**config.mk**
```make
export PLATFORM = sky130hd
export DESIGN_NAME = ccf_ctrl
export DESIGN_NICKNAME = d
export VERILOG_FILES = /design/src/design/ccf_pkg.sv /design/src/design/ccf_ctrl.sv
export SDC_FILE = /design/constraint.sdc
export NUM_CORES = 1
export LEC_CHECK = 0
export BUFFER_PORTS_ARGS = -buffer_cell sky130_fd_sc_hd__buf_4
export CORE_MARGIN = 5
export CORE_UTILIZATION = 43
export CTS_BUF_LIST = sky130_fd_sc_hd__clkbuf_8 sky130_fd_sc_hd__clkbuf_16
export DETAILED_ROUTE_END_ITERATION = 10
export PLACE_DENSITY_LB_ADDON = 0.15
export SLEW_MARGIN = 25
export SYNTH_ARGS = -nofsm -noshare
export SYNTH_HDL_FRONTEND = slang
export SYNTH_SLANG_ARGS = --single-unit
```
**constraint.sdc**
```tcl
create_clock -name clk -period 1.8 [get_ports clk]
set_clock_uncertainty 0.2 [all_clocks]
set_input_delay 0.27 -clock clk [delete_from_list [all_inputs] [get_ports clk]]
set_output_delay 0.27 -clock clk [all_outputs]
set_load 0.01 [all_outputs]
```
**src/design/ccf_pkg.sv**
```systemverilog
// shared types, constants and codes of the ceiling grid confirm filter
package ccf_pkg;

	localparam int GRID_SIZE_DEF    = 31;
	localparam int CENTER_WIDTH_DEF = 5;
	localparam int CS_MIN           = 10;
	localparam int DIV_W            = 30;
	localparam int DIV_CNT_W        = 5;

	typedef enum logic [1:0] {
		REQ_START = 2'd0,
		REQ_POINT = 2'd1,
		REQ_POSE  = 2'd2,
		REQ_QUERY = 2'd3
	} req_t;

	typedef enum logic [1:0] {
		SRC_CENTER = 2'd0,
		SRC_RING   = 2'd1,
		SRC_RAW    = 2'd2,
		SRC_NONE   = 2'd3
	} src_t;

	typedef enum logic [2:0] {
		REG_CELL_SIZE  = 3'd0,
		REG_DIVERGENCE = 3'd1,
		REG_CONFIRM    = 3'd2,
		REG_MAX_RANGE  = 3'd3,
		REG_RAW_MIN    = 3'd4,
		REG_RAW_MAX    = 3'd5
	} reg_idx_t;

	typedef enum logic [1:0] {
		RD_SCAN  = 2'd0,
		RD_SRC   = 2'd1,
		RD_POINT = 2'd2
	} rd_sel_t;

	typedef enum logic [1:0] {
		SC_FULL       = 2'd0,
		SC_CENTER     = 2'd1,
		SC_RING_FIRST = 2'd2,
		SC_RING_NEXT  = 2'd3
	} scan_mode_t;

	typedef struct packed {
		logic               cv;
		logic               kv;
		logic [7:0]         st;
		logic signed [20:0] ch;
		logic signed [20:0] kh;
	} cell_t;

	typedef struct packed {
		logic       load_req;
		logic       clear_raw;
		logic       set_raw;
		logic       mul;
		logic       div_start;
		logic       div_point;
		logic       div_axis;
		logic       store_q;
		logic       pose_set;
		logic       origin_set;
		logic       bank_flip;
		logic       clr_wr;
		logic       copy_wr;
		logic       cell_wr;
		logic       scan_init;
		scan_mode_t scan_mode;
		logic       scan_next;
		rd_sel_t    rd_sel;
		logic       best_clr;
		logic       best_upd;
		logic       load_out;
		src_t       out_sel;
	} cmd_t;

	typedef struct packed {
		logic pose_known;
		logic origin_known;
		logic gate_ok;
		logic div_busy;
		logic in_grid;
		logic same_origin;
		logic scan_last;
		logic rd_cvalid;
		logic found;
		logic ring_last;
		logic has_outer;
	} stat_t;

endpackage

```
**src/design/ccf_ctrl.sv**
```systemverilog
// controller state machine: sequences requests, divisions, copies and scans
module ccf_ctrl (
	input  logic           clk,
	input  logic           arst_n,
	input  logic           in_valid,
	output logic           in_ready,
	input  logic [1:0]     req_type,
	output logic           out_valid,
	input  logic           out_ready,
	input  ccf_pkg::stat_t stat,
	output ccf_pkg::cmd_t  cmd
);

	typedef enum logic [4:0] {
		ST_CLEAR,
		ST_IDLE,
		ST_GATE,
		ST_MUL,
		ST_DIV_X,
		ST_WAIT_X,
		ST_DIV_Y,
		ST_WAIT_Y,
		ST_P_RD,
		ST_P_UPD,
		ST_PS_DEC,
		ST_CP_RD,
		ST_CP_WR,
		ST_CP_END,
		ST_Q_HOLD,
		ST_Q_RD,
		ST_Q_EV,
		ST_Q_CEND,
		ST_R_RD,
		ST_R_EV,
		ST_Q_RAW
	} state_t;

	state_t state_q, state_d;
	logic   pt_q, pt_d;
	logic   out_valid_q;

	// next state and commands
	always_comb begin
		cmd     = '0;
		state_d = state_q;
		pt_d    = pt_q;
		cmd.div_point = pt_q;
		unique case (state_q)
			ST_CLEAR: begin
				cmd.clr_wr    = 1'b1;
				cmd.scan_next = 1'b1;
				if (stat.scan_last) state_d = ST_IDLE;
			end
			ST_IDLE: begin
				if (in_valid) begin
					cmd.load_req = 1'b1;
					unique case (ccf_pkg::req_t'(req_type))
						ccf_pkg::REQ_START: cmd.clear_raw = 1'b1;
						ccf_pkg::REQ_POINT: begin
							pt_d    = 1'b1;
							state_d = ST_GATE;
						end
						ccf_pkg::REQ_POSE: begin
							pt_d    = 1'b0;
							state_d = ST_DIV_X;
						end
						ccf_pkg::REQ_QUERY: state_d = ST_Q_HOLD;
					endcase
				end
			end
			ST_GATE: begin
				if (!stat.pose_known || !stat.gate_ok) begin
					state_d = ST_IDLE;
				end else begin
					cmd.set_raw = 1'b1;
					state_d     = ST_MUL;
				end
			end
			ST_MUL: begin
				cmd.mul = 1'b1;
				state_d = ST_DIV_X;
			end
			ST_DIV_X: begin
				cmd.div_start = 1'b1;
				state_d       = ST_WAIT_X;
			end
			ST_WAIT_X: begin
				if (!stat.div_busy) begin
					cmd.store_q = 1'b1;
					state_d     = ST_DIV_Y;
				end
			end
			ST_DIV_Y: begin
				cmd.div_axis  = 1'b1;
				cmd.div_start = 1'b1;
				state_d       = ST_WAIT_Y;
			end
			ST_WAIT_Y: begin
				cmd.div_axis = 1'b1;
				if (!stat.div_busy) begin
					cmd.store_q = 1'b1;
					state_d     = pt_q ? ST_P_RD : ST_PS_DEC;
				end
			end
			ST_P_RD: begin
				cmd.rd_sel = ccf_pkg::RD_POINT;
				state_d    = stat.in_grid ? ST_P_UPD : ST_IDLE;
			end
			ST_P_UPD: begin
				cmd.rd_sel  = ccf_pkg::RD_POINT;
				cmd.cell_wr = 1'b1;
				state_d     = ST_IDLE;
			end
			ST_PS_DEC: begin
				cmd.pose_set = 1'b1;
				if (!stat.origin_known) begin
					cmd.origin_set = 1'b1;
					state_d        = ST_IDLE;
				end else if (stat.same_origin) begin
					state_d = ST_IDLE;
				end else begin
					cmd.scan_init = 1'b1;
					cmd.scan_mode = ccf_pkg::SC_FULL;
					state_d       = ST_CP_RD;
				end
			end
			ST_CP_RD: begin
				cmd.rd_sel = ccf_pkg::RD_SRC;
				state_d    = ST_CP_WR;
			end
			ST_CP_WR: begin
				cmd.rd_sel    = ccf_pkg::RD_SRC;
				cmd.copy_wr   = 1'b1;
				cmd.scan_next = 1'b1;
				state_d       = stat.scan_last ? ST_CP_END : ST_CP_RD;
			end
			ST_CP_END: begin
				cmd.origin_set = 1'b1;
				cmd.bank_flip  = 1'b1;
				state_d        = ST_IDLE;
			end
			ST_Q_HOLD: begin
				if (!out_valid_q) begin
					if (!stat.pose_known) begin
						cmd.load_out = 1'b1;
						cmd.out_sel  = ccf_pkg::SRC_NONE;
						state_d      = ST_IDLE;
					end else begin
						cmd.scan_init = 1'b1;
						cmd.scan_mode = ccf_pkg::SC_CENTER;
						cmd.best_clr  = 1'b1;
						state_d       = ST_Q_RD;
					end
				end
			end
			ST_Q_RD: state_d = ST_Q_EV;
			ST_Q_EV: begin
				cmd.best_upd  = 1'b1;
				cmd.scan_next = 1'b1;
				state_d       = stat.scan_last ? ST_Q_CEND : ST_Q_RD;
			end
			ST_Q_CEND: begin
				if (stat.found) begin
					cmd.load_out = 1'b1;
					cmd.out_sel  = ccf_pkg::SRC_CENTER;
					state_d      = ST_IDLE;
				end else if (stat.has_outer) begin
					cmd.scan_init = 1'b1;
					cmd.scan_mode = ccf_pkg::SC_RING_FIRST;
					state_d       = ST_R_RD;
				end else begin
					state_d = ST_Q_RAW;
				end
			end
			ST_R_RD: state_d = ST_R_EV;
			ST_R_EV: begin
				if (stat.rd_cvalid) begin
					cmd.load_out = 1'b1;
					cmd.out_sel  = ccf_pkg::SRC_RING;
					state_d      = ST_IDLE;
				end else if (stat.scan_last) begin
					if (stat.ring_last) begin
						state_d = ST_Q_RAW;
					end else begin
						cmd.scan_init = 1'b1;
						cmd.scan_mode = ccf_pkg::SC_RING_NEXT;
						state_d       = ST_R_RD;
					end
				end else begin
					cmd.scan_next = 1'b1;
					state_d       = ST_R_RD;
				end
			end
			ST_Q_RAW: begin
				cmd.load_out = 1'b1;
				cmd.out_sel  = ccf_pkg::SRC_RAW;
				state_d      = ST_IDLE;
			end
		endcase
	end

	// state and registered outputs
	always_ff @(posedge clk or negedge arst_n) begin
		if (!arst_n) begin
			state_q     <= ST_CLEAR;
			pt_q        <= 1'b0;
			out_valid_q <= 1'b0;
		end else begin
			state_q <= state_d;
			pt_q    <= pt_d;
			if (cmd.load_out) begin
				out_valid_q <= 1'b1;
			end else if (out_ready) begin
				out_valid_q <= 1'b0;
			end
		end
	end

	assign in_ready  = (state_q == ST_IDLE);
	assign out_valid = out_valid_q;

endmodule

```
==> results of run 1 <==
[repair_timing]
| action | in CTS |
|---|---|
| hold buffers | 1 |
| gates cloned | 0 |
| setup endpoints to repair | 32 |
| setup buffers | 20 |
| pin swaps | 18 |
| endpoints found under the hold margin | 7 |
| resized for setup | 63 |
[Yosys cell counts, drive strengths merged (4+ instances only)]
| cell type | instances |
|---|---|
| nor3 | 9 |
| nand2b | 7 |
| nor2 | 12 |
| a21oi | 5 |
| nand2 | 14 |
| nand3 | 4 |
| inv | 8 |
| ha | 4 |
| o21ai | 5 |
| buf | 9 |
| dfrtp | 7 |
| nor4 | 4 |
[through the flow]
stage	instances	setup TNS [ns]	utilization, %	area, um^2
2_1_floorplan	137	-0.589	-	1040
3_5_place_dp	239	-3.12	73.4	1640
3_3_place_gp	239	-2.43	73.4	1640
4_1_cts	264	-6.00	94.7	2120
[cell families after synthesis]
| logic type | Yosys count | synth area share [%] |
|---|---|---|
| AOI/OAI and AO/OA | 29 | 21.6 |
| adders and majority gates | 4 | 4.94 |
| buffers and inverters | 20 | 10.7 |
| DFF | 7 | 17.3 |
| muxes | 4 | 4.20 |
| and+or+nand+nor | 73 | 41.2 |
==> summary.md, run 1 <==
| Metric | Value |
|---|---|
| Synth top area share | around 17% |
| Top cell type by total area after synthesis | dfrtp_1 |
| Mapped Cells | approximately 140 |
| Seq/Total Area, Yosys | 17.3% |
| Ys async rst share | 100% |
| Die Wd | between 50 and 60 um |
| Post-Syn Area per Cell | around 7.4 um^2 |
| HPWL Detailed | approximately 3100 um |
| Syn_nets | ~160 |
| Chip Height | 58.6 um |
| Stop err | [ERROR DPL-0038] Utilization greater than 100%, impossible to legalize |
| Worst-path end type | top-level output |
| Top cells by area, synth | dfrtp_1 17%, nand2_1 5.2%, ha_1 4.9% |
| I/O Pins | 44 |
| Cell row count | 17 |
| Failed at | global routing (5_1_grt) |
| TritonCTS Buffers | 3 |
| Most frequently used flop master after synthesis | dfrtp_1 |
| Clock Tree Root | clkbuf_8 |
| Total clock sinks | 7 |
| H-tree Lvls | 1 |
| Largest net degree at the start of global routing | 11 |
| EDFF count, synth | 0 |
| Setup WS pre-CTS | -0.300 ns |
| Post-synthesis cell area | 1010 um^2 |
| Distinct cell type count after synthesis | 48 |
| CTS max path bufs | 2 |
| Routability cong. | 0.887 |
| Worst endpoint after global-route timing repair | cmd[10] |
| Starting density of the core | a little under half |
| Port-buffer cells | 43 |
| Status | stopped before the end |
| Synth Warn # | 0 |
| Seq cells post-synth | 7 |
==> run 2, diff against run 1 <==
CORE_AREA = 5 5 66 68   (was not set)
CORE_MARGIN = not set   (was 5)
CORE_UTILIZATION = not set   (was 43)
CTS_BUF_LIST = not set   (was sky130_fd_sc_hd__clkbuf_8 sky130_fd_sc_hd__clkbuf_16)
DIE_AREA = 0 0 71 73   (was not set)
clock period = 2.3 ns   (was 1.8 ns; I/O delays follow)
==> summary.md, run 2 <==
| Metric | Value |
|---|---|
| Port-buffer cells | 43 (unchanged) |
| Final wirelength | ~3700 um |
| Largest family of logic cells by synthesized area | simple AND/OR/NAND/NOR gates |
| HPWL Detailed | 3060 um (-2.0%) |
| Multi-input logic area | roughly 780 um^2 |
| Seq cells post-synth | 7 (unchanged) |
| Vias in the first global route | roughly 1200 |
| Cell row count | 23 (+6) |
| WP data arrival | 1.70 ns |
| Nets@finish | 215 |
| Gr ovfl total | 0 |
| Number of antenna violations at the first check in global routing | 0 |
| Endpoint class of the critical path | primary output |
| Synth top area share | 17.3% (unchanged) |
| Distinct cell type count after synthesis | 48 (unchanged) |
| XOR/XNOR Fraction of Synth Area | 0% (unchanged) |
| TritonCTS Buffers | 3 (unchanged) |
| Synth Warn # | 0 (unchanged) |
| Antenna-violating nets left | 0 |
| Final Core Density | roughly two fifths |
| DRT iter0 DRCs | 94 |
| HP Class | in2reg |
| H-tree Lvls | 1 (unchanged) |
| CTS tree | yes |
| Die Wd | 71 um (+21%) |
| Period Utilization, post-route | 97.6% |
| Seq. cell area | roughly 180 um^2 |
| Ys async rst share | 100% (unchanged) |
| Most frequently used flop master after synthesis | dfrtp_1 |
| Post-Syn Area per Cell | 7.40 um^2 (unchanged) |
| Vias per cell | ~5.1 |
| Crit path kind | reg2out |
| Mapped Cells | 137 (unchanged) |
| Total Routing Usage GR | approximately 14% |
| Routability cong. | 0.781 (-12%) |
| VDD IR-drop max | around 0.00042 V |
| Switching Fraction | ~45% |
| Largest register FFs | 5 |
| Worst setup SP type | flop |
| Most common cell after layout, fill and taps aside | buf_4 |
| Total clock sinks | 7 (unchanged) |
| P&R area growth vs syn | 55.9% |
| Share of cells above drive strength 1 | between 40% and 50% |
| Achievable Freq | around 0.45 GHz |
| Core area | 3800 um^2 |
| Pint | 853 uW |
| Worst skew pair latency | between 0.2 and 0.25 ns |
| Largest net degree at the start of global routing | 14 |
| Seq/Total Area, Yosys | 17.3% (unchanged) |
| Worst Max-Slew Pin Slew | between 0.3 and 0.4 ns |
| First-pass GRT wire length | slightly above 6000 um |
| WP data required | about 1.8 ns |
| Via Count | between 1000 and 1500 |
| Top cell type by total area after synthesis | dfrtp_1 |
| Routed len/inst | about 15 um |
| Final max-slew violation count | 0 |
| Most frequent cells in the layout | 62 x buf_4, 13 x nand2_1, 11 x nor2_1 |
| DRC viols | 0 |
| Max-Slew Margin vs Limit | 74.5% |
| Mux contribution to synthesized area | 4.20% (unchanged) |
| Max Cap Viol | 0 |
| Ant diodes | 0 |
| Placed cells | 235 (-1.7%) |
| Most flop-heavy register | state_q |
| DRT Pass-1 Iters | 4 |
| EDFF count, synth | 0 (unchanged) |
| Simple-gate share of the synthesized area | 41.2% (unchanged) |
| I/O Pins | 44 (unchanged) |
| Endpoints failing setup | 0 |
| Hold Fails Final Rpt | 0 |
| Top cells by count, synth | 14 x nand2_1, 11 x nor2_1, 9 x nor3_1 |
| Status | completed |
| Final Critical Period | 2.24 ns |
| Switching power | a little over 700 uW |
| Post-synthesis cell area | 1010 um^2 (unchanged) |
| Seq pwr share | between 10% and 20% |
| Pwr Density | slightly below 1000 nW/um^2 |
| Chip Height | 73 um (+25%) |
| Worst-path clk slew | approximately 0.04 ns |
| Comb pwr share | between 70 and 80% |
| Post-synthesis adder-cell area fraction | 4.94% (unchanged) |
| Die area | a little over 5000 um^2 |
| Starting density of the core | 26.7% (-19 points) |
| Post-synthesis compound-gate area fraction | 21.6% (unchanged) |
| Fillers | just over 400 |
| Clock share of power | a little under an eighth |
| Crit Path Max Fanout | 5 |
| Post-route insts no fill | 243 |
| CTS max path bufs | 2 (unchanged) |
| Most frequent cell after synthesis | nand2_1 |
| Top cells by area, synth | dfrtp_1 17%, nand2_1 5.2%, ha_1 4.9% |
| Syn_nets | 158 (unchanged) |
| Clock Tree Root | clkbuf_8 |
| Leak | 0.000768 uW |
## run 2: cell counts after synthesis
Identical to the previous run, type by type.
## run 2: final timing paths
| kind | to | startpoint | slack (ns) | cells after the start |
|---|---|---|---|---|
| max | cmd[23] | state_q[1] | 0.06 | 5 |
| min | out_valid | out_ready | 0.09 | 2 |
| max reg2reg | state_q[2] | state_q[1] | 0.16 | 5 |
| min reg2reg | pt_q | pt_q | 0.36 | 2 |
| max in group asynchronous | state_q[4] | arst_n | 1.50 | 2 |
| min in group asynchronous | pt_q | arst_n | 0.26 | 2 |
## run 2: final cells by class
class | instances | share of cell area [%]
inverter | 8 | 1.90
timing repair buffer | 64 | 30.8
tap | 50 | 3.96
clock buffer | 4 | 2.85
multi-input combinational | 110 | 49.1
sequential | 7 | 11.4
## run 2: worst max-delay path, cell delays in order, from the launching register on
cell     delay [ns]
dfrtp_2        0.44
or3_4          0.43
nor2_2         0.19
buf_4          0.15
and3_1         0.15
buf_4          0.11
## run 2: what timing repair did
item	in CTS	in global routing
endpoints found under the setup margin	5	8
hold buffers	1	0
gates resized for setup	4	11
hold endpoints to repair	7	0
setup buffers	0	3
## run 2: kinds of logic (layout without fill, tap and decap cells)
group | Yosys count | after routing
mux | 4 | 4
buf+inv | 20 | 76
flops | 7 | 7
compound gates | 29 | 29
simple gates | 73 | 73
fa+ha+maj | 4 | 4
## run 2: power by group through the flow
stage	logic, uW	clock network (uW)	registers [uW]
6_report	1140	180	241
5_1_grt	1250	190	252
4_1_cts	1080	182	237
3_5_place_dp	1050	0	234
3_3_place_gp	1050	0	234
2_1_floorplan	737	0	190
## run 2: per-layer routing
metal  GRT usage (%)  vias to the layer above  wire length, um
met5               0                        -                0
met4            4.38                        0               44
met3            2.20                        5              198
met2            25.6                       38             1870
met1            18.1                      575             1580
li1                -                      610                -
## run 2: per-stage QoR
stage	hold WS [ns]	cell area, um^2	power (uW)	setup WS, ns	setup TNS [ns]
after floorplan	-0.151	1010	927	0.302	0
after global placement	-0.0333	1450	1290	0.0715	0
after detailed placement	-0.0338	1450	1290	0.118	0
after CTS	0.0881	1520	1500	0.00975	0
after global routing	0.0843	1580	1700	-0.00855	-0.00855
final	0.0889	1580	1560	0.0553	0
Note: power is estimated with default switching activity, not from simulation.
